### src/rtl/jhes_pkg.sv
// shared constants and types of the joint histogram block
package jhes_pkg;

  localparam int MAX_BINS_DEF = 64;

  localparam int VAL_W    = 34;  // mapped value, q26.8
  localparam int EDGE_W   = 32;
  localparam int SAMPLE_W = 16;
  localparam int SCALE_W  = 16;
  localparam int IDX_W    = 7;
  localparam int COUNT_W  = 32;
  localparam int OBIN_W   = 6;
  localparam int NBINS_W  = 7;
  localparam int CFG_IDX_W = 3;
  localparam int CFG_W    = 32;

  localparam logic [1:0] MODE_SAMPLE = 2'd0;
  localparam logic [1:0] MODE_EDGE_A = 2'd1;
  localparam logic [1:0] MODE_EDGE_B = 2'd2;
  localparam logic [1:0] MODE_READ   = 2'd3;

  localparam logic [CFG_IDX_W-1:0] REG_NUM_BINS = 3'd0;
  localparam logic [CFG_IDX_W-1:0] REG_OFFSET_A = 3'd1;
  localparam logic [CFG_IDX_W-1:0] REG_SCALE_A  = 3'd2;
  localparam logic [CFG_IDX_W-1:0] REG_OFFSET_B = 3'd3;
  localparam logic [CFG_IDX_W-1:0] REG_SCALE_B  = 3'd4;

  localparam logic [NBINS_W-1:0] NUM_BINS_RST = 7'd64;
  localparam logic [SCALE_W-1:0] SCALE_RST    = 16'd256;

  // edge load broadcast to the cell row
  typedef struct packed {
    logic              en_a;
    logic              en_b;
    logic [IDX_W-1:0]  index;
    logic [EDGE_W-1:0] value;
  } edge_wr_t;

  // search packet handed from cell to cell
  typedef struct packed {
    logic             valid;
    logic             ge_a;
    logic             ge_b;
    logic             found_a;
    logic             found_b;
    logic [VAL_W-1:0] val_a;
    logic [VAL_W-1:0] val_b;
  } chain_pkt_t;

endpackage

### src/rtl/jhes_cell.sv
// one edge cell: holds edge IDX of both axes and tests the passing packet
module jhes_cell #(
  parameter int IDX      = 0,
  parameter int MAX_BINS = jhes_pkg::MAX_BINS_DEF
) (
  input  logic                             clk,
  input  logic                             rst,
  input  logic [$clog2(MAX_BINS+1)-1:0]    active,
  input  jhes_pkg::edge_wr_t               wr,
  input  jhes_pkg::chain_pkt_t             pkt_i,
  input  logic [$clog2(MAX_BINS)-1:0]      bin_a_i,
  input  logic [$clog2(MAX_BINS)-1:0]      bin_b_i,
  output jhes_pkg::chain_pkt_t             pkt_o,
  output logic [$clog2(MAX_BINS)-1:0]      bin_a_o,
  output logic [$clog2(MAX_BINS)-1:0]      bin_b_o
);

  localparam int CNT_W = $clog2(MAX_BINS + 1);
  localparam int BIN_W = $clog2(MAX_BINS);
  localparam int PREV  = (IDX > 0) ? IDX - 1 : 0;

  logic [jhes_pkg::EDGE_W-1:0] edge_a;
  logic [jhes_pkg::EDGE_W-1:0] edge_b;
  logic                        ge_a;
  logic                        ge_b;
  logic                        bin_ok;
  logic                        here_a;
  logic                        here_b;

  // value >= own edge; the previous cell's result comes in the packet
  assign ge_a = $signed(pkt_i.val_a) >=
                $signed({{(jhes_pkg::VAL_W-jhes_pkg::EDGE_W){edge_a[jhes_pkg::EDGE_W-1]}},
                         edge_a});
  assign ge_b = $signed(pkt_i.val_b) >=
                $signed({{(jhes_pkg::VAL_W-jhes_pkg::EDGE_W){edge_b[jhes_pkg::EDGE_W-1]}},
                         edge_b});

  // bin PREV spans edge PREV to edge IDX
  assign bin_ok = (IDX > 0) && (CNT_W'(PREV) < active);
  assign here_a = bin_ok && pkt_i.ge_a && !ge_a && !pkt_i.found_a;
  assign here_b = bin_ok && pkt_i.ge_b && !ge_b && !pkt_i.found_b;

  always_ff @(posedge clk) begin
    if (wr.en_a && (32'(wr.index) == 32'(IDX))) begin
      edge_a <= wr.value;
    end
    if (wr.en_b && (32'(wr.index) == 32'(IDX))) begin
      edge_b <= wr.value;
    end
    pkt_o.ge_a    <= ge_a;
    pkt_o.ge_b    <= ge_b;
    pkt_o.found_a <= pkt_i.found_a || here_a;
    pkt_o.found_b <= pkt_i.found_b || here_b;
    pkt_o.val_a   <= pkt_i.val_a;
    pkt_o.val_b   <= pkt_i.val_b;
    bin_a_o       <= here_a ? BIN_W'(PREV) : bin_a_i;
    bin_b_o       <= here_b ? BIN_W'(PREV) : bin_b_i;
    if (rst) begin
      pkt_o.valid <= 1'b0;
    end else begin
      pkt_o.valid <= pkt_i.valid;
    end
  end

endmodule

### config.mk
export PLATFORM = sky130hd
export DESIGN_NAME = jhes_cell
export DESIGN_NICKNAME = d
export VERILOG_FILES = /design/src/rtl/jhes_pkg.sv /design/src/rtl/jhes_cell.sv
export SDC_FILE = /design/constraint.sdc
export NUM_CORES = 1
export LEC_CHECK = 0
export BUFFER_PORTS_ARGS = -buffer_cell sky130_fd_sc_hd__clkbuf_2
export CORE_MARGIN = 3
export CORE_UTILIZATION = 42
export DETAILED_ROUTE_END_ITERATION = 6
export GPL_TIMING_DRIVEN = 0
export PLACE_DENSITY = 0.77
export SLEW_MARGIN = 0
export SYNTH_ARGS = -nofsm -noshare
export SYNTH_HDL_FRONTEND = slang
export SYNTH_SLANG_ARGS = --single-unit
### constraint.sdc
create_clock -name clk -period 4.8 [get_ports clk]
set_input_delay 0.24 -clock clk [delete_from_list [all_inputs] [get_ports clk]]
set_output_delay 0.24 -clock clk [all_outputs]
set_load 0.03 [all_outputs]
# == Yosys cells after proc, flatten, opt, wreduce, memory -nomap -nowiden ==
# Index checks and enable logic that the tools add are counted.
# classes
n_addsub,0
n_mul,0
n_div,0
n_lt_le_gt_ge,2
eq_ne,0
shift,0
n_mux,0
bitwise_logic,0
n_reduce_logical,3
# op_table
op,n
34-bit by 32-bit >= comparator with 1-bit output,2
7-bit zero test,1
1-bit logical AND,2
# word_totals
reg_bits,149
latchBits,0
mem_bits_rw,0
mem_bits_ro,0
in_bits,135
out_inout_bits,85
wordCells,16
memories,0

# == Depth between registers and ports, before layout ==
# Gate-level depths: netlist (run 1).
# depth
ltp_word,2
ltp_mapped,8
mapped_depth_nobuf,8

# == Worst setup path after synthesis (run 1) ==
# OpenSTA, ideal clock, no wires.
# synth_timing
kind,flip-flop to flip-flop
from,register edge_b[16] (netlist name)
to,register pkt_o[70] (netlist name)
setup_time_ns,0.123
arrival_ns,1.800
required_time_ns,4.677
setup_slack_ns,2.876
stages_incl_launch_ff,9
path_buffers,0
period_less_slack_ns,1.924
path_cell_list,edfxtp_1 > inv_1 > ha_1 > a21oi_1 > nand2_1 > a221o_1 > o31ai_1 > nand4_1 > mux2_1
# synth_via
elab_chain_cells,1
# synth_rtl
element,line_no,rtl
"start, declared",jhes_cell.sv:23,logic [jhes_pkg::EDGE_W-1:0] edge_b;
"start signal, assigned",jhes_cell.sv:48,edge_b <= wr.value;
34-bit by 32-bit >= comparator with 1-bit output,jhes_cell.sv:34,assign ge_b = $signed(pkt_i.val_b) >=
via ge_b,jhes_cell.sv:25,logic ge_b;
"end, declared",jhes_cell.sv:13,"output jhes_pkg::chain_pkt_t pkt_o,"
# The timed path passes the listed nets, and every way through them passes these cells.
# A chain may end at the register's enable or synchronous reset.

# == Worst setup path in the final report (run 1) ==
# layout_timing
from,input port pkt_i[50] (netlist name)
to,register pkt_o[71] (netlist name)
# layout_via
elab_chain_cells,1
# layout_rtl
element,line_no,rtl
"start, declared",jhes_cell.sv:10,"input jhes_pkg::chain_pkt_t pkt_i,"
34-bit by 32-bit >= comparator with 1-bit output,jhes_cell.sv:31,assign ge_a = $signed(pkt_i.val_a) >=
via ge_a,jhes_cell.sv:24,logic ge_a;
# The timed path passes the listed nets, and every way through them passes these cells.

==> results of run 1 <==
[sequential cells by signal, indices dropped and copies added, names as in the netlist]
| register | cells |
|---|---|
| edge_b | 32 |
| bin_b_o | 6 |
| bin_a_o | 6 |
| edge_a | 32 |
| pkt_o | 73 |
[per-layer routing]
layer  GRT usage  vias to the layer above
met5           0                        -
met4       0.129                        0
met3      0.0532                       41
met2       0.371                      173
met1       0.213                     1988
li1            -                     2076
[path summary, 6_finish.rpt]
path	from	endpoint	slack (ps)	depth (start not counted)
worst max-delay path	pkt_i[50]	pkt_o[71]	2170	9
worst min-delay path	wr[21]	edge_b[21]	10	1
worst max register to register	edge_a[16]	pkt_o[71]	2320	8
worst min register to register	edge_b[0]	pkt_o[70]	750	4
[what timing repair did]
action,4_1_cts,5_1_grt
endpoints found under the hold margin,112,0
setup buffers,0,0
resized for setup,0,0
hold buffers,98,0
[cell families (layout without fill, tap and decap cells)]
group / after synthesis / count (layout) / synth area share
AOI/OAI and AO/OA: 54 / 54 / 0.0615
DFF: 149 / 149 / 0.675
and+or+nand+nor: 59 / 59 / 0.0580
other: 0 / 2 / 0
adders and majority gates: 68 / 68 / 0.158
buffers and inverters: 65 / 405 / 0.0454
muxes: 1 / 1 / 0.00210
[per-stage QoR]
step | worst slack [ps] | instance area, µm² | hold slack, ps | cells
floorplan | 2880 | 5370 | 268 | 396
global placement | 2320 | 6630 | 343 | 774
detailed placement | 2290 | 6640 | 344 | 774
CTS | 2170 | 8230 | 0.504 | 904
global route | 2040 | 8230 | 1.96 | 906
finish | 2170 | 8230 | 12.8 | 906
[synthesized netlist by cell type]
cell type  instances  share of area
nand2_1           19          0.013
o31ai_1            1         0.0014
o211ai_1           2         0.0028
a21boi_0           1         0.0014
o32ai_1            1         0.0016
a2bb2oi_1          1         0.0016
o21a_1             1         0.0014
and3_1             2         0.0023
nor3_1             1        0.00093
nor2_1             5         0.0035
mux2_1             1         0.0021
ha_1              68           0.16
dfxtp_1           85           0.32
nand3_1            7         0.0065
a2111oi_0          2         0.0033
nand2b_1           1         0.0012
a21oi_1           26          0.024
a221oi_1           2         0.0033
a41oi_1            2         0.0033
a221o_1            1         0.0019
a21o_1             5         0.0070
nand4_1           12          0.014
nor4_1             5         0.0058
and4_1             5         0.0082
o21ai_0            9         0.0084
edfxtp_1          64           0.36
nor2b_1            2         0.0023
inv_1             65          0.045
[cells in the final DEF, fill, tap and decap left out, types with 2 or more instances in the layout]
cell / Yosys / final
a2111oi_0: 2 / 2
a21o_1: 5 / 5
a21oi_1: 26 / 26
a221oi_1: 2 / 2
a41oi_1: 2 / 2
and3_2: 0 / 2
and4_1: 5 / 5
bufinv_16: 0 / 2
clkbuf_16: 0 / 18
clkbuf_2: 0 / 210
clkinv_4: 0 / 4
clkinvlp_4: 0 / 3
dfxtp_1: 85 / 85
diode_2: 0 / 2
dlygate4sd3_1: 0 / 98
edfxtp_1: 64 / 64
ha_1: 68 / 68
inv_1: 65 / 65
inv_6: 0 / 2
nand2_1: 19 / 19
nand3_1: 7 / 7
nand4_1: 12 / 12
nor2_1: 5 / 5
nor2b_1: 2 / 2
nor4_1: 5 / 5
o211ai_1: 2 / 2
o21ai_0: 9 / 9
[final cells by class]
type | count | area (µm²) | area share
Multi-Input combinational cell | 182 | 1510 | 0.183
Sequential cell | 149 | 3620 | 0.440
Inverter | 65 | 244 | 0.0296
Timing Repair Buffer | 308 | 2030 | 0.247
Clock inverter | 13 | 146 | 0.0178
Antenna cell | 2 | 5.00 | 0.000608
Clock buffer | 19 | 464 | 0.0564
Tap cell | 168 | 210 | 0.0255
[power by group]
group / leakage [µW] / internal [µW] / switching, µW
sequential: 0.00129 / 1360 / 11.3
clock: 0.000292 / 816 / 530
combinational: 0.00237 / 142 / 174
total: 0.00395 / 2320 / 716
==> reports/results.ini, run 1 <==
[outcome]
status = complete, no violations

[die]
die_area_um2 = 14200
std_cell_rows = 40
core_area_um2 = 12300
start_util = 0.438
ios = 220
die_w_um = 119
die_h_um = 119

[run]
drv_cap = 0

[logic_synthesis]
yosysSeqAreaShare = 0.675
ys_seq_elements = 149
avgSynthCellArea_um2 = 13.6
synth_cell_type_count = 28
synth_area_um2 = 5370
yosys_warnings = 0
syn_inst = 396
synth_nets = 599

[power_and_ir_drop]
finalPower_uw = 3030
ir_worst_vdd_mv = 0.265
p_leak_uw = 0.00395
powerDensity_nw_per_um2 = 369

[cells_and_area]
drive_above_1_share = 0.332
final_nets = 926
area_delta_synth_final_pct = 53.2
n_fill_cell = 848
final_util = 0.671

[grt]
grt_pass1_vias = 4620
grt_usage = 0.206
overflow = 0
grt_max_degree = 33
antenna_found_initial = 2
grt_first_pass_wirelength_um = 22300

[critical_path]
crit_slowest_cell = nor4_1
critical_path.cell_chain = dlygate4sd3_1 > clkbuf_2 > ha_1 > nand4_1 > nor4_1 > a221oi_1 > a21boi_0 > o32ai_1 > nand2b_1
crit_family = simple AND/OR/NAND/NOR gates
cp_slowest_stage_delay_ps = 710
crit_type = in -> reg
start_kind = input port
crit_buf_inv = 2
path_max_fanout = 3
crit_arrival_ps = 2940
worst_ep_required_time_ps = 5110
cp-end-kind = register

[timing]
final-max-slew-violation-count = 0
fin_skew_ps = 11.7
fin_setup_tns_ps = 0
slew_headroom = 0.436
fmax_mhz = 380
fin_crit_sh = 0.548
final-hold-violation-count = 0
worstMarginPinSlew_ps = 846
min_period_ps = 2630
rsz0062_at_grt = false
setup_viol = 0

[drt]
via_per_inst = 4.72
wl_per_cell_um = 15.9
wl_met3_um = 810
routed-wl-met2_um = 7670
vias = 4278
finalWirelength_um = 14400
highest_layer = met4
met1_length_um = 5330
drt_iter0_drc = 186
ant_nets = 0
drc = 0
dr.pass1.iters = 4

[clock_tree]
root_buffer = clkbuf_16
cts_buffers = 17
clkSinkCount = 149
cts_tree = done
clk_path_buf_depth = 2
clkLatencyLatePin_ps = 420
h-tree-depth = 4
clkTransAtPathRegs_ps = 60

[placed_design]
gp_congestion = 0.739
place_hpwl_um = 9790
io_buffers = 210

[min_path]
hold_class = in -> reg

Note: power is estimated with default switching activity, not from simulation.
==> run 2: changes to the inputs <==
--- a/config.mk
+++ b/config.mk
@@ -5,6 +5,7 @@
 export SDC_FILE = /design/constraint.sdc
 export NUM_CORES = 1
 export LEC_CHECK = 0
+export ABC_AREA = 1
 export BUFFER_PORTS_ARGS = -buffer_cell sky130_fd_sc_hd__clkbuf_2
 export CORE_MARGIN = 3
 export CORE_UTILIZATION = 42
==> constraint.sdc (replaced) <==
create_clock -name clk -period 2.55 [get_ports clk]
set_input_delay 0.1275 -clock clk [delete_from_list [all_inputs] [get_ports clk]]
set_output_delay 0.1275 -clock clk [all_outputs]
set_load 0.03 [all_outputs]
==> run 2 against run 1 <==
Effect of this change: sequential power is 88% higher; critical path depth is 3 higher; count of clock-buffer cells in the layout is 6 higher; cell area is 5.3% higher; die area is 4.2% higher; power is 83% higher; critical path type unchanged; critical endpoint is now pkt_o[70]; largest power group unchanged.
==> reports/results.ini, run 2 <==
[outcome]
status = complete, no violations

[timing]
rsz0062_at_grt = false
final-max-slew-violation-count = 0
fin_crit_sh = 0.692
worstMarginPinSlew_ps = 587
min_period_ps = 1770
fin_setup_tns_ps = 0
fmax_mhz = 567
fin_skew_ps = 7.73
slew_headroom = 0.608
setup_viol = 0
final-hold-violation-count = 0

[cells_and_area]
final_util = 0.676
final_nets = 1044
layout_commonest_cell = clkbuf_2
drive_above_1_share = 0.290
top_regs = pkt_o (73), edge_a (32), edge_b (32)
diodes = 0
area_delta_synth_final_pct = 54.5
instances_no_fill = 1025
largest_reg_flops = 73
regMostFlops = pkt_o
final_cell_mix = clkbuf_2, dlygate4sd3_1, inv_1, nand2_1, dfxtp_1

[logic_synthesis]
ys_seq_elements = 149
synth_xor_area_frac = 0
yosysMostFrequentCell = inv_1
synthTopCellsByArea = edfxtp_1, dfxtp_1, ha_1
ys.flop_type = dfxtp_1
synth_area_um2 = 5610
synthMuxAreaShare = 0
synth_cell_type_count = 17
yosys.area_share.simple = 0.106
synth_compound_area_frac = 0.0303
synthTopCellsByCount = inv_1, nand2_1, dfxtp_1
async_flop_share = 0
synthAdderAreaFrac = 0.152
synth_nets = 697
yosys_warnings = 0
yosysTopAreaCell = edfxtp_1
yosysSeqAreaShare = 0.646
avgSynthCellArea_um2 = 11.4
synth_top_family_by_area = adder cells
synth_edf_count = 64
syn_inst = 494
synth_top_area_frac = 0.343

[grt]
overflow = 0
grt_max_degree = 19
grt_usage = 0.195
antenna_found_initial = 0
grt_first_pass_wirelength_um = 21800
grt_pass1_vias = 4736

[die]
core_area_um2 = 12800
die_h_um = 122
die_w_um = 122
start_util = 0.437
die_area_um2 = 14800
ios = 220
std_cell_rows = 41

[min_path]
hold_class = in -> reg

[clock_tree]
clkLatencyLatePin_ps = 420
clk_path_buf_depth = 2
h-tree-depth = 4
cts_buffers = 17
clkTransAtPathRegs_ps = 60
cts_tree = done
root_buffer = clkbuf_16
clkSinkCount = 149

[drt]
via_per_inst = 4.39
finalWirelength_um = 13800
vias = 4501
drc = 0
wl_per_cell_um = 13.4
dr.pass1.iters = 4
drt_iter0_drc = 149
ant_nets = 0

[power_and_ir_drop]
p_leak_uw = 0.00434
finalPower_uw = 5550
ir_worst_vdd_mv = 0.482
powerDensity_nw_per_um2 = 640

[critical_path]
start_kind = input port
crit_type = in -> reg
cp-end-kind = register
crit_arrival_ps = 2060
path_max_fanout = 2
worst_ep_required_time_ps = 2850

[placed_design]
gp_congestion = 0.744
dp.cells = 878
place_hpwl_um = 9590
io_buffers = 210

[run]
drv_cap = 0

[run 2: cell types whose count changed after synthesis, moves of 3 or more]
cell / delta
inv_1: +33
nor2_1: +21
o21ai_0: -6
nand2_1: +77
and4_1: -5
nand3_1: +4
nor2_2: +3
nor4_1: -4
nand4_1: -9
nor3_1: +3
[run 2: worst paths after layout]
path | cells past startpoint | slack (ps) | end | start
worst max register to register | 11 | 800 | pkt_o[70] | edge_b[5]
worst max-delay path | 12 | 780 | pkt_o[70] | pkt_i[5]
worst min register to register | 4 | 800 | pkt_o[70] | edge_b[31]
worst min-delay path | 3 | 200 | edge_a[15] | wr[40]
[run 2: logic make-up after synthesis]
logic type      count (synthesis)
flops                         149
fa+ha+maj                      68
simple gates                  146
compound gates                 32
buf+inv                        99
[run 2: final cells by class]
| cell class | count | area [µm²] |
|---|---|---|
| timing repair buffer | 328 | 2270 |
| clock inverter | 6 | 40.0 |
| fill | 941 | 4160 |
| clock buffer | 25 | 518 |
| sequential | 149 | 3620 |
| inverter | 99 | 372 |
| tap | 172 | 215 |
| multi-input combinational | 246 | 1630 |
[run 2: per-stage QoR]
stage	worst slack [ps]	hold WS, ps	cell area, µm²
floorplan	295	155	5610
global placement	-750	230	6880
detailed placement	822	232	6950
CTS	825	163	8670
global route	616	213	8670
finish	785	198	8670
[run 2: power by group]
| part | total, µW | leakage, µW | internal, µW | switching (µW) |
|---|---|---|---|---|
| Clock | 2340 | 0.000278 | 1410 | 929 |
| Sequential | 2580 | 0.00129 | 2560 | 20.2 |
| Combinational | 627 | 0.00277 | 287 | 340 |
[run 2: per-layer routing]
| layer | GRT usage | vias up | part of all wire |
|---|---|---|---|
| li1 | - | 2293 | - |
| met1 | 0.219 | 2017 | 0.40 |
| met2 | 0.337 | 159 | 0.50 |
| met3 | 0.0590 | 32 | 0.063 |
| met4 | 0.0931 | 0 | 0.029 |
| met5 | 0 | - | 0 |
[run 2: worst max-delay path: stages]
cell and delay, ps:
dlygate4sd3_1 530, clkbuf_2 120, ha_1 290, nand2_1 80, nor2_1 300, nand2_1 90
nor2_1 130, nand3_1 120, nand2_1 80, nor2_1 50, nand3_1 60, nand3_1 70
[run 2: what timing repair did]
item                                   4_1_cts  5_1_grt
gates resized for setup                      0        0
buffers inserted                             0        0
endpoints found under the hold margin      147        0
hold buffers                               116        0
setup endpoints to repair                    0        0
==> run 3: changes to the inputs <==
==> constraint.sdc (replaced) <==
create_clock -name clk -period 1.77 [get_ports clk]
set_input_delay 0.0885 -clock clk [delete_from_list [all_inputs] [get_ports clk]]
set_output_delay 0.0885 -clock clk [all_outputs]
set_load 0.03 [all_outputs]
==> run 3 against run 2 <==
Effect of this change: count of clock-buffer cells in the layout unchanged; largest power group unchanged; critical endpoint is now pkt_o[71]; die area unchanged; highest routed layer unchanged; global-route usage unchanged; clock skew up 0.54 ps; sequential share of layout area down 0.25 points.
==> reports/results.ini, run 3 (synthesized netlist as in run 2, its figures left out) <==
[power_and_ir_drop]
switching_share = 0.233
power.internal_uw = 6140
p_leak_uw = 0.00434
power_frac_seq = 0.465
finalPower_uw = 8010
clkPwrFrac = 0.421
powerDensity_nw_per_um2 = 919
p_switching_uw = 1870
comb_power_share = 0.114
ir_worst_vdd_mv = 0.694

[die]
die_area_um2 = 14800
die_h_um = 122
die_w_um = 122
start_util = 0.437
core_area_um2 = 12800
ios = 220
std_cell_rows = 41

[timing]
fin_crit_sh = 0.914
worstMarginPinSlew_ps = 585
setup_viol = 0
final-hold-violation-count = 0
fin_skew_ps = 8.27
fmax_mhz = 618
slew_headroom = 0.609
min_period_ps = 1620
whs_ps = 159
finalWorstSetupSlack_ps = 152
final-max-slew-violation-count = 0

[critical_path]
r2r_cells = 11
cp_slowest_stage_delay_ps = 320
crit_type = reg -> reg
r2r-end = pkt_o[71]
path_max_fanout = 3
rrSetupSlack_ps = 150
crit-reg2reg-launch = edge_a[15]
critical_path.cell_chain = inv_1 > ha_1 > nand2_1 > nor2_1 > nand2_1 > nor2_1 > nand2_1 > nand2_1 > nor2_2 > nand3_1 > nand3_1
crit_top_cell = nand2_1
crit_arrival_ps = 1920
start_kind = register
crit_slowest_cell = edfxtp_1
cp-end-kind = register
worst_ep_required_time_ps = 2070

[placed_design]
io_buffers = 210
dp.cells = 878
gp_congestion = 0.744
place_hpwl_um = 9590
dp_slack_ps = 56.4
place_area_um2 = 6950

[drt]
finalWirelength_um = 14000
drt_iter0_drc = 150
ant_nets = 0
vias = 4544
via_per_inst = 4.43
dr.pass1.iters = 4
wl_per_cell_um = 13.6
drc = 0

[clock_tree]
h-tree-depth = 4
root_buffer = clkbuf_16
clkSinkCount = 149
clk_path_buf_depth = 2
cts_tree = done
cts_buffers = 17
cts_setup_buffers = 0
clkTransAtPathRegs_ps = 60
clkLatencyLatePin_ps = 420

[cells_and_area]
finalInstanceArea_um2 = 8720
drive_above_1_share = 0.304
final_nets = 1044
regMostFlops = pkt_o
instances_no_fill = 1025
final_cell_mix = clkbuf_2, dlygate4sd3_1, inv_1, nand2_1, dfxtp_1
layout_commonest_cell = clkbuf_2
seqCellArea_um2 = 3620
diodes = 0
area_delta_synth_final_pct = 55.4
largest_reg_flops = 73
top_regs = pkt_o (73), edge_a (32), edge_b (32)
multi_input_area_um2 = 1680
n_fill_cell = 930

[grt]
grt_max_degree = 19
antenna_found_initial = 0
grt_pass1_vias = 4736
grt_usage = 0.195
grt_first_pass_wirelength_um = 21800
overflow = 0

[outcome]
status = complete, no violations

[min_path]
hold_end = edge_a[15]
min_delay_path_depth = 3
hold_start = wr[40]
hold_class = in -> reg

[run]
drv_cap = 0

run 3: cell count changes in the layout (fill, tap and decap cells not counted), moves of 2 or more:
cell,change
ha_1,-2
ha_4,+2
inv_1,-2
inv_2,+2
nor2_1,-6
nor2_2,+5
run 3: area by class of cell:
cell class	instances	area share
clock buffers	25	0.0594
clock inverters	6	0.00459
inverters	99	0.0426
multi-input cells	246	0.193
flip-flops and latches	149	0.416
well taps	172	0.0247
repair buffers	328	0.260
run 3: power groups by stage:
stage	Clock (µW)	Sequential [µW]	Combinational, µW
floorplan	0	4010	156
global placement	0	3790	681
detailed placement	0	3790	698
CTS	3410	3720	903
global route	3590	3730	1000
finish	3370	3720	917
run 3: worst max-delay path by stage:
stage / startpoint / end / slack [ps] / cells past startpoint
3_3_place_gp: wr[33] / edge_a[25] / -1490 / 4
4_1_cts: edge_b[5] / pkt_o[70] / 40 / 11
2_1_floorplan: wr[33] / edge_a[0] / -450 / 3
3_5_place_dp: edge_b[5] / pkt_o[70] / 60 / 11
6_report: edge_a[15] / pkt_o[71] / 150 / 11
5_1_grt: edge_b[31] / pkt_o[70] / -9 / 10
run 3: metal layers:
| layer | global-route usage | share of wire | vias up |
|---|---|---|---|
| met5 | 0 | 0 | - |
| met4 | 0.0931 | 0.028 | 0 |
| met3 | 0.0590 | 0.063 | 30 |
| met2 | 0.337 | 0.51 | 160 |
| met1 | 0.219 | 0.40 | 2059 |
| li1 | - | - | 2295 |
run 3: through the flow:
step / util / TNS, ps
after global routing: 0.680 / -8.70
after global placement: 0.536 / -94530
after detailed placement: 0.542 / 0
final: 0.680 / 0
after floorplan: - / -28550
after CTS: 0.676 / 0
run 3: worst max-delay path, delay by kind of cell, from the launching register on:
| kind | cells | cell delay (ps) |
|---|---|---|
| buffers and inverters | 1 | 40 |
| and+or+nand+nor | 9 | 840 |
| adders and majority gates | 1 | 280 |
| DFF | 1 | 320 |
run 3: what timing repair did:
item / in CTS / in global routing
endpoints found under the setup margin: 0 / 2
hold buffers: 116 / 0
endpoints found under the hold margin: 147 / 0
gates resized for setup: 0 / 14
